===== src/lcdnf_pkg.sv =====
// lcdnf_pkg: shared codes, character constants and control/status structs
// for the character-LCD number formatter. No dependencies.
`default_nettype none

package lcdnf_pkg;

   // request modes
   localparam logic [2:0] MODE_UDEC = 3'd0;
   localparam logic [2:0] MODE_SDEC = 3'd1;
   localparam logic [2:0] MODE_HEX  = 3'd2;
   localparam logic [2:0] MODE_BIN  = 3'd3;
   localparam logic [2:0] MODE_CHAR = 3'd4;

   // display lines that get a cursor command
   localparam logic [1:0] LINE_ONE = 2'd1;
   localparam logic [1:0] LINE_TWO = 2'd2;

   // bus byte constants
   localparam logic [7:0] CMD_SET_DDRAM = 8'h80;
   localparam logic [7:0] LINE2_OFFSET  = 8'h40;
   localparam logic [7:0] CHAR_ZERO     = 8'h30;
   localparam logic [7:0] CHAR_UPPER_A  = 8'h41;
   localparam logic [7:0] CHAR_PLUS     = 8'h2B;
   localparam logic [7:0] CHAR_MINUS    = 8'h2D;

   // register select codes
   localparam logic RS_COMMAND = 1'b0;
   localparam logic RS_DATA    = 1'b1;

   // reciprocal of ten, exact for 16-bit dividends after a shift of 19
   localparam logic [16:0] RECIP_TEN = 17'd52429;

   typedef enum logic [1:0] {
      SEL_CURSOR,
      SEL_SIGN,
      SEL_CHAR,
      SEL_DIGIT
   } byte_sel_type;

   typedef struct packed {
      logic         load;
      logic         extract;
      logic         emit;
      byte_sel_type sel;
      logic         last;
   } ctrl_cmd_type;

   typedef struct packed {
      logic has_cursor;
      logic has_sign;
      logic is_char;
      logic no_digits;
      logic extract_done;
      logic last_digit;
   } dp_status_type;

endpackage

`default_nettype wire


===== src/lcdnf_if.sv =====
// lcdnf_req_if / lcdnf_rsp_if: valid/ready channels for requests and bus bytes
// depends on nothing
`default_nettype none

interface lcdnf_req_if;
   logic        valid;
   logic        ready;
   logic [2:0]  command;
   logic [1:0]  line;
   logic [4:0]  column;
   logic [15:0] number;
   logic [4:0]  digit_count;

   modport source (output valid, command, line, column, number, digit_count, input ready);
   modport sink   (input valid, command, line, column, number, digit_count, output ready);
endinterface

interface lcdnf_rsp_if;
   logic       valid;
   logic       ready;
   logic       reg_select;
   logic [7:0] bus_byte;
   logic       last;

   modport source (output valid, reg_select, bus_byte, last, input ready);
   modport sink   (input valid, reg_select, bus_byte, last, output ready);
endinterface

`default_nettype wire


===== src/lcdnf_datapath.sv =====
// lcdnf_datapath: request registers, digit extraction unit, digit buffer
// and output byte register; depends on lcdnf_pkg
`default_nettype none

module lcdnf_datapath #(
   parameter int MAX_DIGITS = 16
) (
   input  wire logic                   clock,
   input  wire lcdnf_pkg::ctrl_cmd_type cmd,
   output      lcdnf_pkg::dp_status_type status,
   input  wire logic [2:0]             req_command,
   input  wire logic [1:0]             req_line,
   input  wire logic [4:0]             req_column,
   input  wire logic [15:0]            req_number,
   input  wire logic [4:0]             req_digit_count,
   output      logic                   rsp_reg_select,
   output      logic [7:0]             rsp_bus_byte,
   output      logic                   rsp_last
);

   localparam int CNT_W = $clog2(MAX_DIGITS + 1);
   localparam int IDX_W = (MAX_DIGITS > 1) ? $clog2(MAX_DIGITS) : 1;

   logic [7:0]       cursor_ff, cursor_in;
   logic             has_cursor_ff, has_cursor_in;
   logic             has_sign_ff, has_sign_in;
   logic [7:0]       sign_ff, sign_in;
   logic             is_char_ff, is_char_in;
   logic [2:0]       mode_ff;
   logic [15:0]      value_ff, value_in;
   logic [CNT_W-1:0] count_ff, count_in;
   logic [CNT_W-1:0] xcnt_ff;
   logic [CNT_W-1:0] ecnt_ff;
   logic [3:0]       digit_ff [MAX_DIGITS];
   logic             rs_ff;
   logic [7:0]       byte_ff, byte_in;
   logic             last_ff;

   logic [32:0]      prod;
   logic [15:0]      quot;
   logic [15:0]      rem_wide;
   logic [3:0]       rem;
   logic [CNT_W-1:0] ecnt_dec;
   logic [3:0]       rd_digit;
   logic [7:0]       col_m1;
   logic             mode_ok;

   // request decode
   always_comb begin
      mode_ok  = (req_command <= lcdnf_pkg::MODE_CHAR);
      col_m1   = {3'b000, req_column} - 8'd1;
      cursor_in = lcdnf_pkg::CMD_SET_DDRAM | col_m1;
      if (req_line == lcdnf_pkg::LINE_TWO) begin
         cursor_in = lcdnf_pkg::CMD_SET_DDRAM | (col_m1 + lcdnf_pkg::LINE2_OFFSET);
      end
      has_cursor_in = mode_ok &&
                      (req_line == lcdnf_pkg::LINE_ONE || req_line == lcdnf_pkg::LINE_TWO);
      is_char_in  = (req_command == lcdnf_pkg::MODE_CHAR);
      has_sign_in = (req_command == lcdnf_pkg::MODE_SDEC);
      sign_in     = req_number[15] ? lcdnf_pkg::CHAR_MINUS : lcdnf_pkg::CHAR_PLUS;
      value_in    = req_number;
      if (has_sign_in && req_number[15]) begin
         value_in = 16'd0 - req_number;
      end
      if (!mode_ok || is_char_in) begin
         count_in = '0;
      end else if (req_digit_count > 5'(MAX_DIGITS)) begin
         count_in = CNT_W'(MAX_DIGITS);
      end else begin
         count_in = CNT_W'(req_digit_count);
      end
   end

   // one digit per step
   always_comb begin
      prod     = value_ff * lcdnf_pkg::RECIP_TEN;
      quot     = {2'b00, prod[32:19]};
      rem_wide = value_ff - (quot << 3) - (quot << 1);
      rem      = rem_wide[3:0];
      case (mode_ff)
         lcdnf_pkg::MODE_HEX: begin
            quot = {4'b0000, value_ff[15:4]};
            rem  = value_ff[3:0];
         end
         lcdnf_pkg::MODE_BIN: begin
            quot = {1'b0, value_ff[15:1]};
            rem  = {3'b000, value_ff[0]};
         end
         default: begin
         end
      endcase
   end

   // output byte select
   always_comb begin
      ecnt_dec = ecnt_ff - CNT_W'(1);
      rd_digit = digit_ff[ecnt_dec[IDX_W-1:0]];
      case (cmd.sel)
         lcdnf_pkg::SEL_CURSOR: byte_in = cursor_ff;
         lcdnf_pkg::SEL_SIGN:   byte_in = sign_ff;
         lcdnf_pkg::SEL_CHAR:   byte_in = value_ff[7:0];
         default: begin
            if (rd_digit < 4'd10) begin
               byte_in = lcdnf_pkg::CHAR_ZERO + {4'b0000, rd_digit};
            end else begin
               byte_in = lcdnf_pkg::CHAR_UPPER_A + {4'b0000, rd_digit} - 8'd10;
            end
         end
      endcase
   end

   always_ff @(posedge clock) begin
      if (cmd.load) begin
         cursor_ff     <= cursor_in;
         has_cursor_ff <= has_cursor_in;
         has_sign_ff   <= has_sign_in && mode_ok;
         sign_ff       <= sign_in;
         is_char_ff    <= is_char_in;
         mode_ff       <= req_command;
         value_ff      <= value_in;
         count_ff      <= count_in;
         xcnt_ff       <= '0;
         ecnt_ff       <= count_in;
      end else if (cmd.extract) begin
         digit_ff[xcnt_ff[IDX_W-1:0]] <= rem;
         value_ff <= quot;
         xcnt_ff  <= xcnt_ff + CNT_W'(1);
      end
      if (cmd.emit) begin
         rs_ff   <= (cmd.sel == lcdnf_pkg::SEL_CURSOR) ? lcdnf_pkg::RS_COMMAND
                                                       : lcdnf_pkg::RS_DATA;
         byte_ff <= byte_in;
         last_ff <= cmd.last;
         if (cmd.sel == lcdnf_pkg::SEL_DIGIT) begin
            ecnt_ff <= ecnt_dec;
         end
      end
   end

   always_comb begin
      status.has_cursor   = has_cursor_ff;
      status.has_sign     = has_sign_ff;
      status.is_char      = is_char_ff;
      status.no_digits    = (count_ff == '0);
      status.extract_done = (xcnt_ff == count_ff);
      status.last_digit   = (ecnt_ff == CNT_W'(1));
   end

   assign rsp_reg_select = rs_ff;
   assign rsp_bus_byte   = byte_ff;
   assign rsp_last       = last_ff;

endmodule

`default_nettype wire


===== src/lcdnf_ctrl.sv =====
// lcdnf_ctrl: sequencer for extraction and byte emission, owns the
// request ready and result valid; depends on lcdnf_pkg
`default_nettype none

module lcdnf_ctrl (
   input  wire logic                     clock,
   input  wire logic                     reset,
   input  wire logic                     req_valid,
   output      logic                     req_ready,
   output      logic                     rsp_valid,
   input  wire logic                     rsp_ready,
   input  wire lcdnf_pkg::dp_status_type status,
   output      lcdnf_pkg::ctrl_cmd_type  cmd
);

   typedef enum logic [2:0] {
      ST_IDLE,
      ST_EXTRACT,
      ST_CURSOR,
      ST_SIGN,
      ST_CHAR,
      ST_DIGITS
   } state_type;

   state_type state_ff, state_in;
   logic      rsp_valid_ff, rsp_valid_in;
   logic      slot_free;

   always_comb begin
      slot_free    = !rsp_valid_ff || rsp_ready;
      state_in     = state_ff;
      cmd          = '0;
      cmd.sel      = lcdnf_pkg::SEL_DIGIT;
      rsp_valid_in = rsp_valid_ff && !rsp_ready;
      case (state_ff)
         ST_IDLE: begin
            if (req_valid) begin
               cmd.load = 1'b1;
               state_in = ST_EXTRACT;
            end
         end
         ST_EXTRACT: begin
            if (!status.extract_done) begin
               cmd.extract = 1'b1;
            end else if (status.has_cursor) begin
               state_in = ST_CURSOR;
            end else if (status.has_sign) begin
               state_in = ST_SIGN;
            end else if (status.is_char) begin
               state_in = ST_CHAR;
            end else if (!status.no_digits) begin
               state_in = ST_DIGITS;
            end else begin
               state_in = ST_IDLE;
            end
         end
         ST_CURSOR: begin
            cmd.sel  = lcdnf_pkg::SEL_CURSOR;
            cmd.last = !status.has_sign && !status.is_char && status.no_digits;
            if (slot_free) begin
               cmd.emit = 1'b1;
               if (status.has_sign) begin
                  state_in = ST_SIGN;
               end else if (status.is_char) begin
                  state_in = ST_CHAR;
               end else if (!status.no_digits) begin
                  state_in = ST_DIGITS;
               end else begin
                  state_in = ST_IDLE;
               end
            end
         end
         ST_SIGN: begin
            cmd.sel  = lcdnf_pkg::SEL_SIGN;
            cmd.last = status.no_digits;
            if (slot_free) begin
               cmd.emit = 1'b1;
               state_in = status.no_digits ? ST_IDLE : ST_DIGITS;
            end
         end
         ST_CHAR: begin
            cmd.sel  = lcdnf_pkg::SEL_CHAR;
            cmd.last = 1'b1;
            if (slot_free) begin
               cmd.emit = 1'b1;
               state_in = ST_IDLE;
            end
         end
         ST_DIGITS: begin
            cmd.sel  = lcdnf_pkg::SEL_DIGIT;
            cmd.last = status.last_digit;
            if (slot_free) begin
               cmd.emit = 1'b1;
               if (status.last_digit) begin
                  state_in = ST_IDLE;
               end
            end
         end
         default: begin
            state_in = ST_IDLE;
         end
      endcase
      if (cmd.emit) begin
         rsp_valid_in = 1'b1;
      end
   end

   always_ff @(posedge clock) begin
      if (reset) begin
         state_ff     <= ST_IDLE;
         rsp_valid_ff <= 1'b0;
      end else begin
         state_ff     <= state_in;
         rsp_valid_ff <= rsp_valid_in;
      end
   end

   assign req_ready = (state_ff == ST_IDLE);
   assign rsp_valid = rsp_valid_ff;

endmodule

`default_nettype wire


===== src/char_lcd_number_formatter_unit.sv =====
// char_lcd_number_formatter_unit: turns one display request into a run of
// character-LCD bus bytes (cursor command, sign, digits or one character).
// steps: load the request, extract one digit per cycle with the single divide-by-base
//   unit, then emit one byte per cycle while the output is ready
// a new request is accepted only after the last byte of the previous one is emitted
// reset: synchronous active-high reset idles the sequencer and drops the output item
`default_nettype none

module char_lcd_number_formatter_unit #(
   parameter int MAX_DIGITS = 16
) (
   input wire logic clock,
   input wire logic reset,
   lcdnf_req_if.sink   req_ch,
   lcdnf_rsp_if.source rsp_ch
);

   // command and status between sequencer and datapath
   lcdnf_pkg::ctrl_cmd_type  cmd;
   lcdnf_pkg::dp_status_type status;

   // sequencer: accepts an item only when idle, paces emission on rsp ready
   lcdnf_ctrl u_ctrl (
      .clock     (clock),
      .reset     (reset),
      .req_valid (req_ch.valid),
      .req_ready (req_ch.ready),
      .rsp_valid (rsp_ch.valid),
      .rsp_ready (rsp_ch.ready),
      .status    (status),
      .cmd       (cmd)
   );

   // datapath: captures the request, extracts digits low first into a
   // buffer, then reads them back high first into the output register
   lcdnf_datapath #(
      .MAX_DIGITS (MAX_DIGITS)
   ) u_datapath (
      .clock           (clock),
      .cmd             (cmd),
      .status          (status),
      .req_command     (req_ch.command),
      .req_line        (req_ch.line),
      .req_column      (req_ch.column),
      .req_number      (req_ch.number),
      .req_digit_count (req_ch.digit_count),
      .rsp_reg_select  (rsp_ch.reg_select),
      .rsp_bus_byte    (rsp_ch.bus_byte),
      .rsp_last        (rsp_ch.last)
   );

endmodule

`default_nettype wire

===== src/flat_wrapper.sv =====
// flat-port wrapper written by rule: the top's interface ports become plain ports
module char_lcd_number_formatter_unit_flat 
#(
   parameter int MAX_DIGITS = 16
)
  (clock, reset, req_ch_valid, req_ch_command, req_ch_line, req_ch_column, req_ch_number, req_ch_digit_count, req_ch_ready, rsp_ch_valid, rsp_ch_reg_select, rsp_ch_bus_byte, rsp_ch_last, rsp_ch_ready);
  lcdnf_req_if req_ch_i ();
  lcdnf_rsp_if rsp_ch_i ();
  input wire logic clock;
  input wire logic reset;
  input wire logic [$bits(req_ch_i.valid)-1:0] req_ch_valid;
  input wire logic [$bits(req_ch_i.command)-1:0] req_ch_command;
  input wire logic [$bits(req_ch_i.line)-1:0] req_ch_line;
  input wire logic [$bits(req_ch_i.column)-1:0] req_ch_column;
  input wire logic [$bits(req_ch_i.number)-1:0] req_ch_number;
  input wire logic [$bits(req_ch_i.digit_count)-1:0] req_ch_digit_count;
  output wire logic [$bits(req_ch_i.ready)-1:0] req_ch_ready;
  output wire logic [$bits(rsp_ch_i.valid)-1:0] rsp_ch_valid;
  output wire logic [$bits(rsp_ch_i.reg_select)-1:0] rsp_ch_reg_select;
  output wire logic [$bits(rsp_ch_i.bus_byte)-1:0] rsp_ch_bus_byte;
  output wire logic [$bits(rsp_ch_i.last)-1:0] rsp_ch_last;
  input wire logic [$bits(rsp_ch_i.ready)-1:0] rsp_ch_ready;
  assign req_ch_i.valid = req_ch_valid;
  assign req_ch_i.command = req_ch_command;
  assign req_ch_i.line = req_ch_line;
  assign req_ch_i.column = req_ch_column;
  assign req_ch_i.number = req_ch_number;
  assign req_ch_i.digit_count = req_ch_digit_count;
  assign req_ch_ready = req_ch_i.ready;
  assign rsp_ch_valid = rsp_ch_i.valid;
  assign rsp_ch_reg_select = rsp_ch_i.reg_select;
  assign rsp_ch_bus_byte = rsp_ch_i.bus_byte;
  assign rsp_ch_last = rsp_ch_i.last;
  assign rsp_ch_i.ready = rsp_ch_ready;
  char_lcd_number_formatter_unit #(.MAX_DIGITS(MAX_DIGITS)) u_core (.clock(clock), .reset(reset), .req_ch(req_ch_i), .rsp_ch(rsp_ch_i));
endmodule

===== config.mk =====
export PLATFORM = sky130hd
export DESIGN_NAME = char_lcd_number_formatter_unit_flat
export DESIGN_NICKNAME = d
export VERILOG_FILES = /design/src/lcdnf_pkg.sv /design/src/lcdnf_if.sv /design/src/lcdnf_datapath.sv /design/src/lcdnf_ctrl.sv /design/src/char_lcd_number_formatter_unit.sv /design/src/flat_wrapper.sv
export SDC_FILE = /design/constraint.sdc
export NUM_CORES = 1
export LEC_CHECK = 0
export ABC_AREA = 1
export BUFFER_PORTS_ARGS = -buffer_cell sky130_fd_sc_hd__buf_2
export CAP_MARGIN = 5
export CELL_PAD_IN_SITES_DETAIL_PLACEMENT = 0
export CELL_PAD_IN_SITES_GLOBAL_PLACEMENT = 1
export CORE_ASPECT_RATIO = 1.4
export CORE_MARGIN = 2
export CORE_UTILIZATION = 44
export DETAILED_ROUTE_END_ITERATION = 10
export HOLD_SLACK_MARGIN = 0.15
export PLACE_DENSITY = 0.8
export SLEW_MARGIN = 20
export SYNTH_ARGS = -nofsm -noshare
export SYNTH_HDL_FRONTEND = slang
export SYNTH_SLANG_ARGS = --single-unit

===== constraint.sdc =====
create_clock -name clock -period 5.9 [get_ports clock]
set_clock_uncertainty 0.05 [all_clocks]
set_input_delay 0.885 -clock clock [delete_from_list [all_inputs] [get_ports clock]]
set_output_delay 0.885 -clock clock [all_outputs]
set_load 0.005 [all_outputs]

* After elaboration in Yosys (flattened, before gate mapping)
Memory sizes are Yosys's and may differ from the RTL's. Cells that the tools add are included.
Storage, ports and cells: memories 1, bits of input ports 35, memory bits (writable) 64, memory bits (read-only) 0, register bits after elaboration 67, latch bits 0
Operators by class: muxes and demuxes 37, shifts and indexed selects 0, add/sub/neg operators 10, multipliers 1, magnitude comparators 3, bitwise logic cells 0, div/mod/pow operators 0, reduce and logical (&&, ||, !) cells 19, equal/unequal tests 23
Memory list:
- u_core.u_datapath.digit_ff | words 16, width 4, rd ports 1, clocked after Yosys merged registers in 0, write ports 1, line lcdnf_datapath.sv:34 | logic [3:0] digit_ff [MAX_DIGITS];
Operator list (number):
- 16-bit 2-to-1 mux | 3
- 3-bit 2-to-1 mux | 12
- 16-bit by 16-bit multiplier with 32-bit output, second input constant | 1
- 15-bit one-hot mux with 2 select lines | 1
- 5-bit 2-to-1 mux | 5
- 8-bit one-hot mux with 3 select lines | 1
- 3-bit one-hot mux with 6 select lines | 1
- 4-bit one-hot mux with 4 select lines | 1
- 1-bit by 16-bit subtractor with 16-bit output, first input constant | 1
- 2-bit inequality test, second input constant | 7
- 3-bit by 2-bit == test with 1-bit output, second input constant | 4
- 1-bit 2-to-1 mux | 10
- 3-bit == test, second input constant | 3
- 7-bit by 4-bit adder with 8-bit output, first input constant | 1
- 8-bit 2-to-1 mux | 1
- 4-bit one-hot mux with 2 select lines | 1
- 4-bit subtractor | 2
- 8-bit by 4-bit subtractor with 8-bit output, second input constant | 1
- 6-bit by 4-bit adder with 7-bit output, first input constant | 1
- 7-bit adder, second input constant | 1
- 7-bit 2-to-1 mux | 1
- 7-bit AND reduction | 1
- 2-bit == test, second input constant | 3
- 3-bit by 1-bit == test with 1-bit output, second input constant | 2
- other kinds (16) | 28

* Longest topological paths before layout
depth after elaboration 7, gate-level depth with buffers 31, mapped depth without buffers 31

* By module
A second synthesis with hierarchy kept.
Second synthesis, totals: cell total of the unflattened synthesis 1336, area, all modules 11558.6 um^2
By module, submodules not included:
- lcdnf_datapath | cells an instance 1261, times used 1, seq. area each 3503.4 um^2, area each 11136.9 um^2
- lcdnf_ctrl | cells an instance 75, times used 1, seq. area each 80.1 um^2, area each 421.7 um^2

* Least setup slack after synthesis
No wires, ideal clock.
kind reg-to-reg, from register u_core.u_datapath.value_ff[4], to memory u_core.u_datapath.digit_ff[0][2], data pin, arrival 5680 ps, setup slack -124 ps, period minus slack after synthesis 6024 ps, stages on the path, launching flop included 21, cell sequence edfxtp_1 > ha_1 > fa_1 > inv_1 > fa_1 > fa_1 > inv_1 > fa_1 > inv_1 > fa_1 > inv_1 > ha_1 > a21oi_1 > a21boi_0 > nand2_1 > inv_1 > nand3_1 > and2_1 > ha_1 > xor2_1 > o22ai_1
Between the ends: word-level cells in the longest chain between the ends 3
Ends and longest elaborated chain:
- start: declaration | line lcdnf_datapath.sv:30 | logic [15:0] value_ff, value_in;
- start signal: assignment | line lcdnf_datapath.sv:120 | value_ff <= value_in;
- start signal: assignment | line lcdnf_datapath.sv:126 | value_ff <= quot;
- 16-bit by 16-bit multiplier with 32-bit output | line lcdnf_datapath.sv:76 | prod = value_ff * lcdnf_pkg::RECIP_TEN;
- 4-bit subtractor | line lcdnf_datapath.sv:78 | rem_wide = value_ff - (quot << 3) - (quot << 1);
- 4-bit one-hot mux with 2 select lines | line lcdnf_datapath.sv:80 | case (mode_ff)
- via u_core.u_datapath.rem[2] | line lcdnf_datapath.sv:42 | logic [3:0] rem;
- end: declaration | line lcdnf_datapath.sv:34
The timed path passes the listed nets, and every way through them passes these cells.

* Worst setup path after layout
from register u_core.u_datapath.value_ff[2], to memory u_core.u_datapath.digit_ff[7][3], data pin
Between the ends: word-level cells in the longest chain between the ends 4
Ends and longest elaborated chain (line):
- 16-bit by 16-bit multiplier with 32-bit output | lcdnf_datapath.sv:76
- 4-bit subtractor | lcdnf_datapath.sv:78
- 4-bit subtractor * | lcdnf_datapath.sv:78
- 4-bit one-hot mux with 2 select lines * | lcdnf_datapath.sv:80
- via u_core.u_datapath.rem[3] | lcdnf_datapath.sv:42
Mark *: on every way through the listed nets, which the timed path passes. The rest lies on a longest branch.

==> key figures <==
Status
  • Outcome: finished, final reports clean

Global route
  • Largest net degree at the start of global routing: 41
  • Total Routing Usage GR: 24.1%
  • First-pass GRT wire length: roughly 50000 µm
  • GRT overflow: 0
  • Initial antenna violation count: 0
  • Number of global-route vias before repair: between 9k and 10k

Detailed routing
  • Detailed Route WL: about 32000 µm
  • Via-to-Cell Ratio: between 5 and 6
  • WL/cell: roughly 18 µm
  • Antenna viol nets, final: 0
  • Via count: between 9k and 10k
  • Starting DRC count in detailed routing: 432
  • Remaining DRCs: 0
  • DRT Pass-1 Iters: 7

Timing
  • Fmax: ~170 MHz
  • RSZ-0062 raised after global routing: true
  • Count of final setup violators: 0
  • Number of hold violations in the final report: 0
  • Slew margin rel.: between 20% and 30%
  • Minimum clock period: about 5.7 ns
  • Crit share post-route: a little over nine tenths
  • Setup slack after layout: 0.168 ns
  • Worst-margin pin slew: ~1.1 ns
  • Final hold slack: roughly 0.44 ns
  • Slew Limit Fails: 0

Finish
  • Share of layout cells above drive strength 1: 17.8%
  • # fillers: ~2.4k
  • Nets: around 1.7k
  • Post-route design area: ~14000 µm²
  • Syn-to-layout area delta: 19.2%
  • N_diodes: 0
  • Util after Layout: roughly 53%

Yosys
  • YS warnings: 0
  • Cell type with the largest total area after synthesis: edfxtp_1
  • Synth top area share: between 20 and 30%
  • Syn_nets: 1560
  • Synth cell types: 55
  • Async SR Flop Fraction: 0%
  • Top cells by count, synth: inv_1 (257), nand2_1 (219), ha_1 (143), nor2_1 (134), edfxtp_1 (110)
  • Synth Flop Type: edfxtp_1
  • Cell area after synthesis: 11400 µm²
  • Post-synth EDFFs: 110
  • Post-Synthesis Cells: approximately 1.3k
  • Seq/Total Area, Yosys: between 30% and 40%
  • Ranking of synthesized cells by area: edfxtp_1 (29%), ha_1 (16%), fa_1 (14%)
  • Mean area per synthesized cell: 8.74 µm²
  • Yosys reg bits: roughly 120
  • Most common cell in the netlist: inv_1

Job
  • Max cap viols: 0

Hold path
  • Worst Hold Class: reg -> reg
  • Hold Path Origin: u_core.u_datapath.ecnt_ff[4]

Floorplan
  • Die height: 194 µm
  • # rows: 69
  • Core ar.: between 20000 and 30000 µm²
  • Starting Density: 44.8%
  • I/O Pins: 47
  • Total die area: between 20000 and 30000 µm²
  • Die W: 140 µm

Clock tree
  • Clock tree buffer depth: 2
  • Clock Tree Root: clkbuf_16
  • CTS tree: built
  • CTS Buf Count: 17
  • Clock slew at reported path FFs: approximately 0.060 ns
  • Skew-Pair Late Insertion Delay: between 0.4 and 0.5 ns
  • Clock Sinks: approximately 120
  • H-tree levels: 4

Critical path
  • Crit end category: flip-flop
  • WP data required: 6.03 ns
  • RR Startpoint: u_core.u_datapath.value_ff[2]
  • Worst Setup SP: u_core.u_datapath.value_ff[2]
  • Worst Path Class, Setup: reg -> reg
  • CP Data Arrival Time: 5.86 ns
  • CP max FO: 8
  • Crit start category: flip-flop

Placed design
  • Dpl cell area: between 10000 and 15000 µm²
  • PortBufs: 46
  • DPL Wire Length: around 26000 µm
  • GPL Wtd Cong: 0.988
  • Pre-CTS setup slack: -0.307 ns
[per-stage QoR]
stage	instances	TNS, ns
after detailed placement	1719	-7.38
final	1770	0
after floorplan	1302	0
after global routing	1770	-2.25
after CTS	1759	0
after global placement	1719	-3.90
[logic make-up (layout without fill, tap and decap cells)]
group,Yosys count,after routing,share of synthesized area [%]
compound gates,181,181,9.29
xor+xnor,27,27,2.41
fa+ha+maj,223,223,29.8
buf+inv,285,434,9.63
flops,124,124,31.5
simple gates,462,462,17.4
[sequential cells by signal, summed over array words and instances (netlist names)]
| signal | cells |
|---|---|
| u_core.u_ctrl.rsp_valid | 1 |
| u_core.u_ctrl.state_ff | 3 |
| u_core.u_datapath.count_ff | 5 |
| u_core.u_datapath.cursor_ff | 7 |
| u_core.u_datapath.digit_ff | 64 |
| u_core.u_datapath.ecnt_ff | 5 |
| u_core.u_datapath.has_cursor_ff | 1 |
| u_core.u_datapath.has_sign_ff | 1 |
| u_core.u_datapath.is_char_ff | 1 |
| u_core.u_datapath.mode_ff | 3 |
| u_core.u_datapath.rsp_bus_byte | 8 |
| u_core.u_datapath.rsp_last | 1 |
| u_core.u_datapath.rsp_reg_select | 1 |
| u_core.u_datapath.sign_ff | 2 |
| u_core.u_datapath.value_ff | 16 |
| u_core.u_datapath.xcnt_ff | 5 |
[placed cells by master, fill, tap and decap left out, types with 3 or more instances in the layout]
cell type	Yosys	routed
a21o_1	4	4
a21oi_1	51	44
a21oi_2	0	7
a221oi_1	8	8
a22oi_1	9	9
buf_2	8	46
buf_4	3	83
buf_6	0	7
bufinv_16	0	3
clkbuf_16	0	17
clkinv_1	1	3
clkinv_4	0	4
dfxtp_1	14	14
edfxtp_1	110	110
fa_1	80	78
ha_1	143	123
ha_2	0	5
ha_4	0	15
inv_1	257	250
inv_2	7	14
nand2_1	219	209
nand2_2	3	11
nand2_4	1	3
nand3_1	60	57
nand3_2	3	6
nand4_1	7	7
nor2_1	134	129
nor2_2	4	7
nor2_4	4	6
nor3_1	12	11
o211ai_1	15	15
o21ai_0	74	73
or2_2	3	3
xnor2_1	8	7
xor2_1	17	16
[cell type report]
type	instances	area, µm²	area share [%]
Tap cell	319	399	2.94
Multi-Input combinational cell	893	7040	51.9
Clock inverter	14	170	1.25
Inverter	267	1010	7.43
Timing Repair Buffer	136	932	6.87
Sequential cell	124	3580	26.4
Clock buffer	17	425	3.14
[per-layer routing]
layer  global-route usage, %  up-vias  routed length, µm  share of wire (%)
met5                       0        -                  0                  0
met4                    14.8        0               2290                7.1
met3                    2.30       93                755                2.4
met2                    46.1      200              17700                 55
met1                    25.0     4388              11300                 35
li1                        -     4507                  -                  -
[worst max-delay path, cell delays in order (launching register included)]
cell and delay, ns:
edfxtp_1 0.45, ha_4 0.30, inv_1 0.05, fa_1 0.51
inv_1 0.05, fa_1 0.48, fa_1 0.52, fa_1 0.53
inv_2 0.05, fa_1 0.53, inv_1 0.06, ha_4 0.29
nand2_1 0.10, buf_4 0.15, nor2_2 0.17, and3_1 0.25
nand2_1 0.12, nand2_2 0.11, nand2_1 0.11, nand3_1 0.13
nand3_1 0.11, nand3_2 0.09, nand2_2 0.11, buf_6 0.14
[what timing repair did]
action / 4_1_cts / 5_1_grt
pin swaps: 9 / 40
gates cloned: 0 / 1
hold buffers: 0 / 0
gates resized for setup: 13 / 61
setup endpoints to repair: 32 / 50
endpoints found under the hold margin: 0 / 0
buffers inserted: 9 / 10
[final timing paths]
kind                                                    endpoint  cells after the start  slack, ns
worst max register to register  u_core.u_datapath.digit_ff[7][3]                     23       0.17
worst min register to register      u_core.u_datapath.ecnt_ff[4]                      2       0.44
worst min-delay path                u_core.u_datapath.ecnt_ff[4]                      2       0.44
worst max-delay path            u_core.u_datapath.digit_ff[7][3]                     23       0.17
Power is left out: the tool's default activity adds up to more than one toggle a clock period on the data nets, which glitch-free logic cannot reach.
